==> src/hw/rtl/fbp_pkg.sv <==
// ----------------------------------------------------------------------------
// fbp_pkg
// Shared types and codes for the bitstream file parser.
// ----------------------------------------------------------------------------
package fbp_pkg;

  localparam int PREAMBLE_BYTES_DEF = 13;

  // key bytes
  localparam logic [7:0] KEY_A = 8'h61;
  localparam logic [7:0] KEY_D = 8'h64;
  localparam logic [7:0] KEY_E = 8'h65;

  // field codes
  localparam logic [2:0] FC_UNKNOWN = 3'd4;
  localparam logic [2:0] FC_CONFIG  = 3'd5;

  // status codes
  localparam logic [1:0] ST_BUSY     = 2'd0;
  localparam logic [1:0] ST_DONE     = 2'd1;
  localparam logic [1:0] ST_EARLY    = 2'd2;
  localparam logic [1:0] ST_TRAILING = 2'd3;

  typedef struct packed {
    logic [7:0] out_byte;
    logic       byte_valid;
    logic [2:0] field_code;
    logic       last_of_field;
    logic [1:0] status;
  } fbp_result_t;

endpackage

==> src/hw/rtl/fbp_parse.sv <==
// ----------------------------------------------------------------------------
// fbp_parse
// Parser state and per-word decode; one word handled per accepted cycle.
// ----------------------------------------------------------------------------
module fbp_parse #(
  parameter int PREAMBLE_BYTES = fbp_pkg::PREAMBLE_BYTES_DEF
) (
  input  logic                clk,
  input  logic                rst,
  input  logic                accept,
  input  logic [7:0]          in_byte,
  input  logic                end_of_file,
  input  logic                reverse_bits,
  output logic                emit,
  output fbp_pkg::fbp_result_t result
);

  localparam int PRE_W = (PREAMBLE_BYTES < 1) ? 1 : $clog2(PREAMBLE_BYTES + 1);

  typedef enum logic [2:0] {
    PH_PRE, PH_KEY, PH_LEN16, PH_CONTENT, PH_LEN32, PH_DATA, PH_AWAIT, PH_DRAIN
  } phase_t;

  phase_t            phase, phase_next, phase_eff;
  logic [PRE_W-1:0]  pre_cnt, pre_cnt_next;
  logic [31:0]       byte_counter, byte_counter_next;
  logic [23:0]       length_shift, length_shift_next;
  logic [1:0]        length_byte_index, length_byte_index_next;
  logic [2:0]        current_field, current_field_next;
  logic [31:0]       len32;
  logic              silent;

  function automatic logic [7:0] rev8(input logic [7:0] v);
    logic [7:0] r;
    for (int k = 0; k < 8; k++) begin
      r[k] = v[7-k];
    end
    return r;
  endfunction

  assign len32 = {length_shift, in_byte};

  always_comb begin
    phase_next             = phase;
    pre_cnt_next           = pre_cnt;
    byte_counter_next      = byte_counter;
    length_shift_next      = length_shift;
    length_byte_index_next = length_byte_index;
    current_field_next     = current_field;
    emit                   = 1'b0;
    silent                 = 1'b0;
    result                 = '0;

    phase_eff = phase;
    if (phase == PH_PRE && pre_cnt >= PRE_W'(PREAMBLE_BYTES)) begin
      phase_eff = PH_KEY;
    end

    case (phase_eff)
      PH_PRE: begin
        pre_cnt_next = pre_cnt + 1'b1;
      end
      PH_KEY: begin
        if (in_byte >= fbp_pkg::KEY_A && in_byte <= fbp_pkg::KEY_D) begin
          current_field_next = 3'(in_byte - fbp_pkg::KEY_A);
        end else if (in_byte == fbp_pkg::KEY_E) begin
          current_field_next = fbp_pkg::FC_CONFIG;
        end else begin
          current_field_next = fbp_pkg::FC_UNKNOWN;
        end
        length_shift_next      = '0;
        length_byte_index_next = '0;
        phase_next = (in_byte == fbp_pkg::KEY_E) ? PH_LEN32 : PH_LEN16;
      end
      PH_LEN16: begin
        if (length_byte_index == 2'd1) begin
          length_byte_index_next = '0;
          byte_counter_next      = {16'd0, length_shift[7:0], in_byte};
          length_shift_next      = {8'd0, length_shift[7:0], in_byte};
          phase_next = ({length_shift[7:0], in_byte} == 16'd0) ? PH_KEY : PH_CONTENT;
        end else begin
          length_byte_index_next = 2'd1;
          length_shift_next      = {16'd0, in_byte};
        end
      end
      PH_CONTENT: begin
        emit              = 1'b1;
        result.byte_valid = 1'b1;
        result.out_byte   = in_byte;
        byte_counter_next = byte_counter - 1'b1;
        if (byte_counter == 32'd1) begin
          result.last_of_field = 1'b1;
          phase_next           = PH_KEY;
        end
      end
      PH_LEN32: begin
        length_shift_next = len32[23:0];
        if (length_byte_index == 2'd3) begin
          length_byte_index_next = '0;
          byte_counter_next      = len32;
          if (len32 == 32'd0) begin
            if (end_of_file) begin
              emit                 = 1'b1;
              result.last_of_field = 1'b1;
              result.status        = fbp_pkg::ST_DONE;
            end else begin
              phase_next = PH_AWAIT;
            end
          end else begin
            phase_next = PH_DATA;
          end
        end else begin
          length_byte_index_next = length_byte_index + 1'b1;
        end
      end
      PH_DATA: begin
        emit              = 1'b1;
        result.byte_valid = 1'b1;
        result.out_byte   = reverse_bits ? rev8(in_byte) : in_byte;
        byte_counter_next = byte_counter - 1'b1;
        if (byte_counter == 32'd1) begin
          result.last_of_field = 1'b1;
          if (end_of_file) begin
            result.status = fbp_pkg::ST_DONE;
          end else begin
            phase_next = PH_AWAIT;
          end
        end
      end
      PH_AWAIT: begin
        emit          = 1'b1;
        result.status = fbp_pkg::ST_TRAILING;
        phase_next    = PH_DRAIN;
      end
      default: begin
        silent = 1'b1;
      end
    endcase

    result.field_code = current_field_next;

    if (end_of_file) begin
      if (result.status == fbp_pkg::ST_BUSY && !silent) begin
        result.status = fbp_pkg::ST_EARLY;
        emit          = 1'b1;
      end
      phase_next             = PH_PRE;
      pre_cnt_next           = '0;
      byte_counter_next      = '0;
      length_shift_next      = '0;
      length_byte_index_next = '0;
      current_field_next     = '0;
    end
  end

  always_ff @(posedge clk) begin
    if (rst) begin
      phase             <= PH_PRE;
      pre_cnt           <= '0;
      byte_counter      <= '0;
      length_shift      <= '0;
      length_byte_index <= '0;
      current_field     <= '0;
    end else if (accept) begin
      phase             <= phase_next;
      pre_cnt           <= pre_cnt_next;
      byte_counter      <= byte_counter_next;
      length_shift      <= length_shift_next;
      length_byte_index <= length_byte_index_next;
      current_field     <= current_field_next;
    end
  end

endmodule

==> src/hw/rtl/fbp_out_stage.sv <==
// ----------------------------------------------------------------------------
// fbp_out_stage
// Result register on the output stream; stalls the input while a word waits untaken.
// ----------------------------------------------------------------------------
module fbp_out_stage (
  input  logic                 clk,
  input  logic                 rst,
  input  logic                 load,
  input  fbp_pkg::fbp_result_t result,
  output logic                 ready,
  output logic                 out_valid,
  input  logic                 out_ready,
  output fbp_pkg::fbp_result_t out_result
);

  assign ready = !out_valid || out_ready;

  always_ff @(posedge clk) begin
    if (rst) begin
      out_valid <= 1'b0;
    end else if (ready) begin
      out_valid <= load;
    end
  end

  always_ff @(posedge clk) begin
    if (ready && load) begin
      out_result <= result;
    end
  end

endmodule

==> src/hw/rtl/fpga_bitstream_file_parser_unit.sv <==
// ----------------------------------------------------------------------------
// fpga_bitstream_file_parser_unit
// Splits a bitstream file into header fields and configuration data.
// ----------------------------------------------------------------------------
// Input stream s_axis: one file byte per word, tlast on the file's final byte.
// Output stream m_axis: at most one word per input word; field content bytes,
// configuration bytes (optionally bit-reversed), and status words for file
// completion, premature end and trailing data. tlast marks the final byte of
// a field or completion; tuser carries byte_valid and the field code.
// cfg_wr_en/cfg_wr_data set the bit-reverse control; write only while idle.
// A result is registered and appears on m_axis in the cycle after its input word.
// Throughput: one input word per cycle while m_axis takes its words; the parser
// state updates once per accepted word and the one-deep output register lets
// the next word in while a result is taken in the same cycle.
// When m_axis stalls with a word held, s_axis_tready drops until it is taken.
// Reset clears the parser to the preamble phase and the control bit to 0;
// after each tlast the parser rearms for a new file, keeping the control bit.
// ----------------------------------------------------------------------------
module fpga_bitstream_file_parser_unit #(
  parameter int PREAMBLE_BYTES = fbp_pkg::PREAMBLE_BYTES_DEF
) (
  input  logic        clk,
  input  logic        rst,
  input  logic        s_axis_tvalid,
  output logic        s_axis_tready,
  input  logic [7:0]  s_axis_tdata,   // [7:0] in_byte
  input  logic        s_axis_tlast,
  output logic        m_axis_tvalid,
  input  logic        m_axis_tready,
  output logic [15:0] m_axis_tdata,   // [7:0] out_byte, [9:8] status, rest 0
  output logic [3:0]  m_axis_tuser,   // [0] byte_valid, [3:1] field_code
  output logic        m_axis_tlast,
  input  logic        cfg_wr_en,
  input  logic        cfg_wr_data
);

  logic                 reverse_bits;
  logic                 accept;
  logic                 emit;
  fbp_pkg::fbp_result_t result;
  fbp_pkg::fbp_result_t out_result;

  always_ff @(posedge clk) begin
    if (rst) begin
      reverse_bits <= 1'b0;
    end else if (cfg_wr_en) begin
      reverse_bits <= cfg_wr_data;
    end
  end

  assign accept = s_axis_tvalid && s_axis_tready;

  fbp_parse #(
    .PREAMBLE_BYTES(PREAMBLE_BYTES)
  ) u_parse (
    .clk          (clk),
    .rst          (rst),
    .accept       (accept),
    .in_byte      (s_axis_tdata),
    .end_of_file  (s_axis_tlast),
    .reverse_bits (reverse_bits),
    .emit         (emit),
    .result       (result)
  );

  fbp_out_stage u_out (
    .clk        (clk),
    .rst        (rst),
    .load       (accept && emit),
    .result     (result),
    .ready      (s_axis_tready),
    .out_valid  (m_axis_tvalid),
    .out_ready  (m_axis_tready),
    .out_result (out_result)
  );

  assign m_axis_tdata = {6'd0, out_result.status, out_result.out_byte};
  assign m_axis_tuser = {out_result.field_code, out_result.byte_valid};
  assign m_axis_tlast = out_result.last_of_field;

endmodule

==> config.mk <==
export PLATFORM = sky130hd
export DESIGN_NAME = fpga_bitstream_file_parser_unit
export DESIGN_NICKNAME = d
export VERILOG_FILES = /design/src/hw/rtl/fbp_pkg.sv /design/src/hw/rtl/fbp_parse.sv /design/src/hw/rtl/fbp_out_stage.sv /design/src/hw/rtl/fpga_bitstream_file_parser_unit.sv
export SDC_FILE = /design/constraint.sdc
export NUM_CORES = 1
export LEC_CHECK = 0
export BUFFER_PORTS_ARGS = -buffer_cell sky130_fd_sc_hd__buf_2
export CAP_MARGIN = 20
export CELL_PAD_IN_SITES_DETAIL_PLACEMENT = 1
export CELL_PAD_IN_SITES_GLOBAL_PLACEMENT = 1
export CORE_ASPECT_RATIO = 0.9
export CORE_MARGIN = 2
export CORE_UTILIZATION = 51
export CTS_BUF_LIST = sky130_fd_sc_hd__clkbuf_2 sky130_fd_sc_hd__clkbuf_4 sky130_fd_sc_hd__clkbuf_8
export CTS_CLUSTER_DIAMETER = 30
export DETAILED_ROUTE_END_ITERATION = 6
export GPL_TIMING_DRIVEN = 0
export PLACE_DENSITY_LB_ADDON = 0.1
export SYNTH_ARGS = -nofsm -noshare
export SYNTH_HDL_FRONTEND = slang
export SYNTH_HIERARCHICAL = 1
export SYNTH_SLANG_ARGS = --single-unit
==> constraint.sdc <==
create_clock -name clk -period 5.8 [get_ports clk]
set_clock_uncertainty 0.1 [all_clocks]
set_input_delay 0.87 -clock clk [delete_from_list [all_inputs] [get_ports clk]]
set_output_delay 0.87 -clock clk [all_outputs]
set_load 0.005 [all_outputs]
# Yosys cells after proc, flatten, opt, wreduce, memory -nomap -nowiden
# Cells that the tools add are included.
# W data, S select, Z words.
# op_classes
n_eq_ne,14
order_cmp,3
multipliers,0
n_div,0
n_addsub,4
n_reduce_logical,24
n_bitwise,0
muxes,45
shift,0
# op_table
cell,count
$mux W32,3
$pmux W32 S3,1
$pmux W24 S3,1
$mux W3,14
$eq A32 B1 Y1 const B,1
$logic_not A32 Y1,1
$sub A32 B1 Y32 const B,1
$mux W24,1
$pmux W3 S6,1
$pmux W9 S2,1
$logic_not A16 Y1,1
$mux W16,1
$mux W2,6
$ne A3 B2 Y1 const B,4
$pmux W2 S3,2
$eq A3 B3 Y1 const B,3
$mux W1,9
$eq A8 B7 Y1 const B,1
$ge A8 B7 Y1 const B,1
$le A8 B7 Y1 const B,1
$mux W4,2
$mux W8,1
$reduce_bool A4 Y1,2
$reduce_bool A7 Y1,1
22 further kinds,30
# totals
ram_bits,0
output_inout_bits,23
word_cells,103
mem_count,0
mem_bits_ro,0
latch_bits,0
ff_bits,85

# Depth between registers and ports, before layout
# Gate-level depths: netlist of run 1.
# logic_depth
depth_word,11
ltp_mapped,9
ltp_nobuf,7

# Modules after synthesis
# The synthesis of run 1 kept the hierarchy.
# by_module_without_submodules
mod,n_inst,area_per_inst_um2,cells_per_inst
fbp_parse,1,4424.2,585
fbp_out_stage,1,505.5,20
fpga_bitstream_file_parser_unit,1,95.1,12

# Worst setup path after synthesis of run 1
# OpenSTA, ideal clock, no wires.
# synth_timing
kind,in2reg
start,input m_axis_tready
end,register u_parse.byte_counter[31]
cell_stages,7
arrival_ps,2312
setup_slack_ps,3309
path_cell_list,nand2b_4 > and2_1 > nor2b_1 > clkbuf_1 > nand3_1 > or4_1 > o211ai_1
# synth_via
elab_chain_len,3
# synth_lines
element,line_no,rtl
"start, declared",fpga_bitstream_file_parser_unit.sv:29,"input logic m_axis_tready,"
$logic_or A1 B1 Y1,fbp_out_stage.sv:16,assign ready = !out_valid || out_ready;
$logic_and A1 B1 Y1,fpga_bitstream_file_parser_unit.sv:51,assign accept = s_axis_tvalid && s_axis_tready;
via accept,fpga_bitstream_file_parser_unit.sv:38,logic accept;
$reduce_and A4 Y1 (no line),-,
"end signal, assigned",fbp_parse.sv:167,byte_counter <= byte_counter_next;
"end, declared",fbp_parse.sv:26,"logic [31:0] byte_counter, byte_counter_next;"
# The timed path passes the listed nets, and every way through them passes these cells.
# A chain may end at the register's enable or synchronous reset.

# Worst setup path in the final report of run 1
# layout_timing
start,register u_parse.phase[0]
end,register u_parse.byte_counter[8]
# layout_via
elab_chain_len,7
elab_cells_between_ends,14
# layout_lines
element,line_no,rtl
"start, declared",fbp_parse.sv:24,"phase_t phase, phase_next, phase_eff;"
"start signal, assigned",fbp_parse.sv:165,phase <= phase_next;
$logic_not A3 Y1,fbp_parse.sv:55,if (phase == PH_PRE && pre_cnt >= PRE_W'(PREAMBLE_BYTES)) begin
$logic_and A1 B1 Y1,fbp_parse.sv:55,
$mux W3 *,fbp_parse.sv:55,
$eq A3 B2 Y1 or $eq A3 B3 Y1 (tied branches),fbp_parse.sv:59,case (phase_eff)
$reduce_or A2 Y1 (no line),-,
$pmux W32 S3 or $reduce_bool A4 Y1 (tied branches),-,
$mux W32 or $reduce_and A4 Y1 (tied branches),-,
# Every way passes the cells marked *; elsewhere a longest branch is shown, timed or not.

==> key figures, run 1 <==
Timing
  • Fin crit share: 0.5343
  • Max Slew Vio Count: 0
  • Slew @ Worst Pin: 0.9605 ns
  • Setup TNS: 0 ns
  • Setup violators final: 0
  • Tightest slew margin relative to the limit: 0.3584
  • Final WS setup: 2.701 ns
  • Hold Violations, Final: 0
  • Max Fclk: 322.7 MHz
  • Clock period minus worst slack: between 3 and 4 ns
  • Unrepaired setup endpoints after global routing: false

Route
  • Total iterations of the first detailed-routing run: 5
  • Routed Antenna Nets: 0
  • Detailed Route Iter0 Violations: around 540
  • Remaining DRCs: 0
  • WL/cell: 22.73 um
  • Vias: roughly 5400
  • WL final: 18020 um
  • DR vias/cell: 6.813

Final layout
  • Fraction of layout cells with a size suffix above 1: 0.1139
  • Area grow syn2layout: 10.33%
  • NumNets Final: 689
  • Cell area after layout: 0.005544 sq mm
  • # diodes: 0

GRT
  • Initial antenna violation count: 0
  • GR Overflow Total: 0
  • First-pass GRT wire length: roughly 28000 um
  • Number of global-route vias before repair: 5211
  • Tot GR Track Use: 0.3409
  • Pin count of the biggest net entering global routing: 16

Synthesis
  • Count leader, synth: a21oi_1
  • Yosys top cell by area: dfxtp_1
  • Mapped Area: 0.005025 sq mm
  • Synth warn: 6
  • Distinct cell type count after synthesis: 68
  • Avg Cell Area, Syn: 8.144 sq um
  • Synth cell count leaders: a21oi_1, dfxtp_1, o21ai_0, nor2_1, clkbuf_1
  • Fraction of registers with async set/reset: 0
  • Top cells by area, synth: dfxtp_1, edfxtp_1, a21oi_1
  • Most used flip-flop cell after synthesis: dfxtp_1
  • EDFF count, synth: 15
  • Synth Instances: 617
  • Post-synth top area share: 0.2789
  • Post-synthesis sequential area ratio: 0.3685
  • Yosys reg bits: 85

Clock network
  • CTS hold repair buffers: 0
  • Post-CTS Setup Bufs: 0
  • Htree depth: 3
  • Worst-path clk slew: about 0.08 ns
  • CTS tree: built
  • Worst skew pair latency: 0.36 ns
  • Num CTS Buffers: 9
  • # resized after CTS: 0
  • Sink Count: 85
  • CTS root buffer: clkbuf_8
  • Max Root-Sink Buffers: 2

Place
  • Post-place instance area: 0.005341 sq mm
  • DP Worst Slack: 2.645 ns
  • RePlAce Congestion: 0.9628
  • PortBufs: 28
  • DP HPWL: 13250 um

Outcome
  • Status: completed

Worst setup path
  • Nature of the critical path startpoint: register
  • CP Class: register to register
  • Flop2flop setup slack: 2.70 ns
  • Reg2reg start: u_parse/phase[0]
  • Maximum fanout along the worst path: 10
  • Reg2Reg Depth: 7
  • Critical Path RT: 5.99 ns
  • Worst r2r dst: u_parse/byte_counter[8]
  • Crit. End Element: register
  • Worst endpoint data arrival time: 3.29 ns

Pwr
  • Max VDD drop: between 0.0001 and 0.00015 V
  • P_leak: 1.961 nW
  • Power per cell area: just over 200 mW/mm^2

Min path
  • Worst hold path type: register to register
  • Min-delay src: u_parse/current_field[0]
  • WHS Path Cells: 2
  • Hold Path End: u_parse/current_field[0]

Job
  • Maxcap violations: 0

Floorplan
  • Die Ht: between 90 and 100 um
  • Boundary pin count: 38
  • Initial Util: 0.5226
  • Core area: 0.009614 sq mm
  • Die X: 108.6 um
  • Rows: 34
  • Die area: 0.01066 sq mm
worst max-delay path, stage by stage, from the launching register on:
cell	delay (ns)
dfxtp_1	0.35
clkbuf_1	0.42
clkbuf_1	0.47
a21oi_1	0.20
nor4_1	0.64
clkbuf_1	0.44
o21ai_0	0.20
a21oi_1	0.18
stage by stage:
step                      hold WS (ns)  power, mW    util  instances
after detailed placement        0.3741     0.7232  0.5556        776
after floorplan                 0.3415     0.6847       -        622
final                           0.3835      1.139  0.5767        793
after global routing            0.4085      1.179  0.5767        793
after CTS                       0.3856      1.147  0.5751        790
after global placement          0.3501     0.7195  0.5556        776
flip-flops by register name, indices dropped and copies added (netlist names):
| register | count |
|---|---|
| u_parse/byte_counter | 32 |
| u_parse/phase | 3 |
| u_parse/length_shift | 24 |
| u_parse/current_field | 3 |
| u_parse/pre_cnt | 4 |
| reverse_bits | 1 |
| u_parse/length_byte_index | 2 |
| u_out/out_result | 15 |
| u_out/out_valid | 1 |
logic make-up after synthesis:
kind of cell             synth area share
adder cells (fa/ha/maj)           0.02490
AND/OR/NAND/NOR                    0.2580
multiplexers                      0.03884
AO/OA/AOI/OAI                      0.2373
XOR/XNOR                          0.01569
flip-flops                         0.3685
other                           0.0007463
buffers and inverters             0.05602
metal layers:
metal / GRT usage / wire length (um) / up-vias
met2: 0.5514 / 8476 / 293
li1: - / - / 2406
met1: 0.4487 / 7357 / 2660
met5: 0 / 0 / -
met3: 0.06742 / 1733 / 44
met4: 0.1272 / 456 / 0
worst max path at each step:
stage,start,to,slack [ns],depth (start not counted)
after floorplan,m_axis_tready,u_parse/byte_counter[31],3.31,7
after global placement,m_axis_tready,u_parse/byte_counter[31],2.66,8
after detailed placement,rst,u_parse/byte_counter[13],2.64,8
after CTS,u_parse/phase[0],u_parse/byte_counter[8],2.88,7
after global routing,u_parse/phase[0],u_parse/byte_counter[8],2.64,7
final,u_parse/phase[0],u_parse/byte_counter[8],2.70,7
final cells by class:
| class | instances | area, sq um |
|---|---|---|
| Fill cell | 1227 | 4070 |
| Multi-Input combinational cell | 469 | 2910 |
| Sequential cell | 85 | 1852 |
| Buffer | 50 | 214.0 |
| Tap cell | 126 | 157.7 |
| Timing Repair Buffer | 31 | 155.1 |
| Clock buffer | 12 | 152.6 |
| Inverter | 18 | 67.56 |
| Clock inverter | 2 | 35.03 |
cell usage in the layout (no fill, tap or decap), types with 5 or more instances in the layout:
cell / netlist / layout
a21oi_1: 72 / 72
dfxtp_1: 70 / 70
o21ai_0: 49 / 49
nor2_1: 41 / 41
clkbuf_1: 39 / 39
nand2_1: 35 / 35
buf_2: 3 / 34
nand4_1: 32 / 32
nor4_1: 20 / 20
nor3_1: 19 / 19
nand3_1: 19 / 19
inv_1: 18 / 18
mux2i_1: 15 / 15
edfxtp_1: 15 / 15
nor2b_1: 12 / 12
clkbuf_8: 0 / 10
ha_1: 10 / 10
o211ai_1: 9 / 9
and2_1: 8 / 8
o22ai_1: 7 / 7
a31oi_1: 7 / 7
buf_4: 6 / 6
conb_1: 1 / 6
or4_1: 6 / 6
or3_1: 6 / 6
a22oi_1: 6 / 6
o21ai_1: 6 / 6
xnor2_1: 5 / 5
power breakdown:
group	internal, mW	switching (mW)	leakage [nW]
Sequential	0.604	0.00286	0.708
Combinational	0.0322	0.0735	1.15
Clock	0.216	0.211	0.0991
Note: power is estimated with default switching activity, not from simulation.
==> inputs of run 2 (changes only) <==
--- a/config.mk
+++ b/config.mk
@@ -11,7 +11,7 @@
 export CELL_PAD_IN_SITES_GLOBAL_PLACEMENT = 1
 export CORE_ASPECT_RATIO = 0.9
 export CORE_MARGIN = 2
-export CORE_UTILIZATION = 51
+export CORE_UTILIZATION = 43
 export CTS_BUF_LIST = sky130_fd_sc_hd__clkbuf_2 sky130_fd_sc_hd__clkbuf_4 sky130_fd_sc_hd__clkbuf_8
 export CTS_CLUSTER_DIAMETER = 30
 export DETAILED_ROUTE_END_ITERATION = 6
==> constraint.sdc (replaced) <==
create_clock -name clk -period 2.81 [get_ports clk]
set_clock_uncertainty 0.1 [all_clocks]
set_input_delay 0.4215 -clock clk [delete_from_list [all_inputs] [get_ports clk]]
set_output_delay 0.4215 -clock clk [all_outputs]
set_load 0.005 [all_outputs]
==> key figures, run 2 (synthesized netlist as in run 1, its figures left out) <==
Final layout
  • Area grow syn2layout: 12.67%
  • Largest Register: u_parse/byte_counter
  • NumNets Final: 688
  • Biggest regs: u_parse/byte_counter x32, u_parse/length_shift x24, u_out/out_result x15
  • Post-route non-filler standard cell count: slightly above 800
  • Most common cell after layout, fill and taps aside: a21oi_1
  • # diodes: 0
  • Fill cells: 1450
  • Max reg flops: 32
  • Most frequent cells in the layout: a21oi_1, dfxtp_1, o21ai_0
  • Fraction of layout cells with a size suffix above 1: 0.1362
  • Cell area after layout: 0.005662 sq mm

Clock network
  • Worst-path clk slew: 0.09 ns
  • CTS root buffer: clkbuf_8
  • Htree depth: 3
  • Sink Count: 85
  • CTS hold repair buffers: 0
  • Max Root-Sink Buffers: 2
  • Worst skew pair latency: 0.38 ns
  • CTS tree: built
  • Num CTS Buffers: 9
  • Post-CTS Setup Bufs: 0

Worst setup path
  • Nature of the critical path startpoint: register
  • Maximum fanout along the worst path: 10
  • Worst path bufs/invs: 3
  • CP cell instances: buf_2 > xor2_1 > nand2_1 > inv_1 > clkbuf_1 > o21ai_0 > a22oi_1 > nor2_1
  • Critical Path RT: between 2 and 3 ns
  • Crit. End Element: register
  • Flop2flop setup slack: 0.16 ns
  • Worst r2r dst: u_parse/byte_counter[0]
  • CP max-delay cell: clkbuf_1
  • Crit path max-delay family: buffers and inverters
  • Reg2Reg Depth: 8
  • Reg2reg start: u_parse/phase[1]
  • Worst endpoint data arrival time: 2.80 ns
  • CP Class: register to register
  • Slowest Stage Delay on Critical Path: 0.49 ns

Floorplan
  • Die X: about 120 um
  • Rows: 37
  • Die area: 0.01257 sq mm
  • Boundary pin count: 38
  • Initial Util: 0.4394
  • Core area: 0.01143 sq mm
  • Die Ht: 106.6 um

GRT
  • Pin count of the biggest net entering global routing: 16
  • GR met1 Demand/Resource: 0.3999
  • Met3 Use GR: 0.06974
  • Most crowded layer after global routing: met2
  • GR Overflow Total: 0
  • First-pass GRT wire length: 28970 um
  • Initial antenna violation count: 0
  • Tot GR Track Use: 0.2984
  • M2 GR Usage: 0.4759
  • Number of global-route vias before repair: 5206

Outcome
  • Status: completed

Route
  • WL final: 18250 um
  • Remaining DRCs: 0
  • WL/cell: 22.15 um
  • Vias: 5253
  • Routed Antenna Nets: 0
  • Total iterations of the first detailed-routing run: 5
  • Detailed Route Iter0 Violations: 430
  • DR vias/cell: 6.375

Timing
  • Clock period minus worst slack: between 2 and 3 ns
  • Max Fclk: 377.3 MHz
  • Max Slew Vio Count: 0
  • Unrepaired setup endpoints after global routing: false
  • Fin crit share: 0.9433
  • Setup violators final: 0
  • Slew @ Worst Pin: around 0.75 ns
  • Tightest slew margin relative to the limit: 0.4993
  • Hold Violations, Final: 0
  • Final WS setup: between 0.15 and 0.2 ns

Min path
  • Hold Path End: u_out/out_valid
  • WHS Path Cells: 2
  • Min-delay src: rst
  • Worst hold path type: input port to register

Place
  • RePlAce Congestion: 0.9541
  • DP Worst Slack: -0.1487 ns
  • Post-place instance area: ~0.0054 sq mm
  • PortBufs: 28
  • Dpl cells: approximately 800
  • DP HPWL: 13390 um

Job
  • Maxcap violations: 0

Pwr
  • Design Power: 2.442 mW
  • P_leak: 2.007 nW
  • Power per cell area: 431.4 mW/mm^2
  • Max VDD drop: around 0.00034 V
run 2: worst max path at each step:
stage,startpoint,end,slack [ns],cells past startpoint
floorplan,u_parse/byte_counter[15],u_parse/phase[2],0.52,5
global placement,u_parse/phase[0],u_parse/byte_counter[8],-0.04,7
detailed placement,u_parse/phase[0],u_parse/byte_counter[6],-0.15,7
CTS,u_parse/phase[0],u_parse/byte_counter[6],0.007,7
global route,u_parse/phase[1],u_parse/byte_counter[0],0.03,8
finish,u_parse/phase[1],u_parse/byte_counter[0],0.16,8
run 2: layer usage:
layer  vias up  part of all wire
li1       2407                 -
met1      2632              0.45
met2       185              0.46
met3        29             0.071
met4         0             0.017
met5         -                 0
run 2: worst reg2reg max path, cell delays in order (launching register included):
cell	delay [ns]
dfxtp_1	0.31
buf_2	0.23
xor2_1	0.48
nand2_1	0.18
inv_1	0.24
clkbuf_1	0.49
o21ai_0	0.22
a22oi_1	0.19
nor2_1	0.07
run 2: final cells by class:
cell class / count / area [sq um] / share of cell area
buffer: 50 / 224.0 / 0.03956
clock buffer: 9 / 123.9 / 0.02188
clock inverter: 7 / 88.84 / 0.01569
inverter: 18 / 67.56 / 0.01193
multi-input combinational: 469 / 2958 / 0.5224
sequential: 85 / 1852 / 0.3271
tap: 156 / 195.2 / 0.03448
timing repair buffer: 30 / 152.6 / 0.02696
run 2: per-stage QoR:
stage          hold WS [ns]  TNS (ns)  utilization
2_1_floorplan        0.3415         0            -
3_3_place_gp         0.3504   -0.2613       0.4704
3_5_place_dp         0.3668    -2.937       0.4704
4_1_cts              0.1043         0       0.4892
5_1_grt              0.1163         0       0.4951
6_report             0.1206         0       0.4951
run 2: where the power goes:
| part | switching [mW] | internal (mW) | total [mW] | leakage [nW] |
|---|---|---|---|---|
| sequential | 0.00594 | 1.25 | 1.25 | 0.708 |
| clock | 0.473 | 0.496 | 0.970 | 0.109 |
| combinational | 0.152 | 0.0675 | 0.219 | 1.19 |
| total | 0.631 | 1.81 | 2.44 | 2.01 |
run 2: repair_timing:
| action | 4_1_cts | 5_1_grt |
|---|---|---|
| resized for setup | 2 | 19 |
| setup endpoints to repair | 27 | 60 |
| pin swaps | 0 | 0 |
==> inputs of run 3 (changes only) <==
--- a/config.mk
+++ b/config.mk
@@ -14,9 +14,10 @@
 export CORE_UTILIZATION = 43
 export CTS_BUF_LIST = sky130_fd_sc_hd__clkbuf_2 sky130_fd_sc_hd__clkbuf_4 sky130_fd_sc_hd__clkbuf_8
 export CTS_CLUSTER_DIAMETER = 30
+export CTS_CLUSTER_SIZE = 20
 export DETAILED_ROUTE_END_ITERATION = 6
 export GPL_TIMING_DRIVEN = 0
-export PLACE_DENSITY_LB_ADDON = 0.1
+export PLACE_DENSITY = 0.82
 export SYNTH_ARGS = -nofsm -noshare
 export SYNTH_HDL_FRONTEND = slang
 export SYNTH_HIERARCHICAL = 1
==> key figures, run 3 (synthesized netlist as in run 1, its figures left out) <==
GRT
  • GR Overflow Total: 0
  • Number of global-route vias before repair: 5286
  • Tot GR Track Use: 0.2921
  • Initial antenna violation count: 0
  • First-pass GRT wire length: 28750 um
  • Pin count of the biggest net entering global routing: 16

Pwr
  • Switching power: 0.6180 mW
  • P_leak: 1.991 nW
  • Gate power share: 0.090
  • Pint: 1.818 mW
  • Switching share of power: 0.2537
  • Sequential cell fraction of total power: 0.514
  • Power per cell area: 432.8 mW/mm^2
  • Clock Power Share: 0.395
  • Max VDD drop: roughly 0.00033 V
  • Design Power: 2.436 mW

Route
  • Routed Antenna Nets: 0
  • WL/cell: 21.97 um
  • Vias: 5257
  • DR vias/cell: roughly 6.4
  • Remaining DRCs: 0
  • WL final: 18080 um
  • Detailed Route Iter0 Violations: 468
  • Total iterations of the first detailed-routing run: 5

Clock network
  • Worst-path clk slew: 0.09 ns
  • CTS root buffer: clkbuf_8
  • CTS hold repair buffers: 0
  • Sink Count: 85
  • Htree depth: 3
  • Max Root-Sink Buffers: 2
  • CTS tree: built
  • Worst skew pair latency: 0.37 ns
  • Post-CTS Setup Bufs: 0
  • Num CTS Buffers: 9
  • # resized after CTS: 3

Final layout
  • Biggest regs: u_parse/byte_counter x32, u_parse/length_shift x24, u_out/out_result x15
  • Most common cell after layout, fill and taps aside: a21oi_1
  • Multi-input logic area: 0.002937 sq mm
  • Largest Register: u_parse/byte_counter
  • Cell area after layout: 0.005628 sq mm
  • Area grow syn2layout: 12.00%
  • NumNets Final: 687
  • # diodes: 0
  • Most frequent cells in the layout: a21oi_1, dfxtp_1, o21ai_0
  • Fill cells: 1436
  • Max reg flops: 32
  • FF+latch area: between 0.0015 and 0.002 sq mm
  • Fraction of layout cells with a size suffix above 1: 0.1289
  • Post-route non-filler standard cell count: 823

Worst setup path
  • Critical Path RT: around 3.0 ns
  • Worst endpoint data arrival time: 2.82 ns
  • Worst path bufs/invs: 1
  • Cell repeated most along the worst path: or4_1
  • Nature of the critical path startpoint: register
  • Setup crit start: u_parse/byte_counter[4]
  • Maximum fanout along the worst path: 8
  • Reg2reg start: u_parse/byte_counter[4]
  • CP Class: register to register
  • Crit path max-delay family: simple AND/OR/NAND/NOR gates
  • CP max-delay cell: nor3_2
  • Slowest Stage Delay on Critical Path: ~0.6 ns
  • CP cell instances: or4_1 > clkbuf_1 > nor3_2 > nand4_1 > or4_1 > o211ai_1
  • Crit. End Element: register

Timing
  • Slew @ Worst Pin: 0.9344 ns
  • Max Fclk: 380.1 MHz
  • Setup violators final: 0
  • Hold Violations, Final: 0
  • Tightest slew margin relative to the limit: 0.3759
  • Clock period minus worst slack: roughly 2.6 ns
  • Max Slew Vio Count: 0
  • Unrepaired setup endpoints after global routing: false
  • Fin crit share: 0.9363
  • Fin Hold WS: 0.1543 ns

Min path
  • Min-delay src: rst
  • Worst hold path type: input port to register

Place
  • PortBufs: 28
  • Post-place instance area: 0.005379 sq mm
  • RePlAce Congestion: 0.9226
  • Dpl cells: about 810
  • DP HPWL: 13300 um

Floorplan
  • Die X: 117.9 um
  • Initial Util: 0.4394
  • Die area: 0.01257 sq mm
  • Die Ht: 106.6 um
  • Rows: 37
  • Core area: 0.01143 sq mm
  • Boundary pin count: 38

Outcome
  • Status: completed

Job
  • Maxcap violations: 0
## run 3: cell types whose count changed in the layout (fill, tap and decap cells not counted), sizes merged
| cell | delta |
|---|---|
| clkbuf | -1 |
| clkinv | +1 |
| buf | +1 |
| clkinvlp | -1 |
| inv | -1 |
## run 3: routing by layer
metal  GRT usage  wire length [um]  part of all wire  vias up
met2      0.4743              8336              0.46      211
met3     0.04882              1140             0.063       34
met5           0                 0                 0        -
met1      0.3974              8263              0.46     2619
li1            -                 -                 -     2393
met4     0.09208               342             0.019        0
## run 3: worst paths after layout
check	slack, ns	to	cells after the start
max	0.18	u_parse/byte_counter[31]	6
min	0.15	u_out/out_valid	2
max reg2reg	0.18	u_parse/byte_counter[31]	6
min reg2reg	0.37	u_parse/current_field[1]	2
## run 3: power groups by stage
stage / sequential (mW) / clock (mW) / combinational, mW
floorplan: 1.28 / 0 / 0.131
global placement: 1.28 / 0 / 0.204
detailed placement: 1.28 / 0 / 0.213
CTS: 1.25 / 0.981 / 0.214
global route: 1.25 / 1.02 / 0.236
finish: 1.25 / 0.963 / 0.219
## run 3: cell type report
| class | count | area share |
|---|---|---|
| Buffer | 50 | 0.03935 |
| Clock buffer | 10 | 0.02334 |
| Clock inverter | 6 | 0.01401 |
| Inverter | 18 | 0.01201 |
| Multi-Input combinational cell | 469 | 0.5218 |
| Sequential cell | 85 | 0.3290 |
| Tap cell | 156 | 0.03468 |
| Timing Repair Buffer | 29 | 0.02579 |
## run 3: per-stage QoR
stage	setup slack [ns]	utilization	setup TNS (ns)
2_1_floorplan	0.5247	-	0
5_1_grt	0.02891	0.4922	0
6_report	0.1790	0.4922	0
4_1_cts	0.03571	0.4891	0
3_3_place_gp	-0.05547	0.4704	-0.8163
3_5_place_dp	-0.1159	0.4704	-1.782
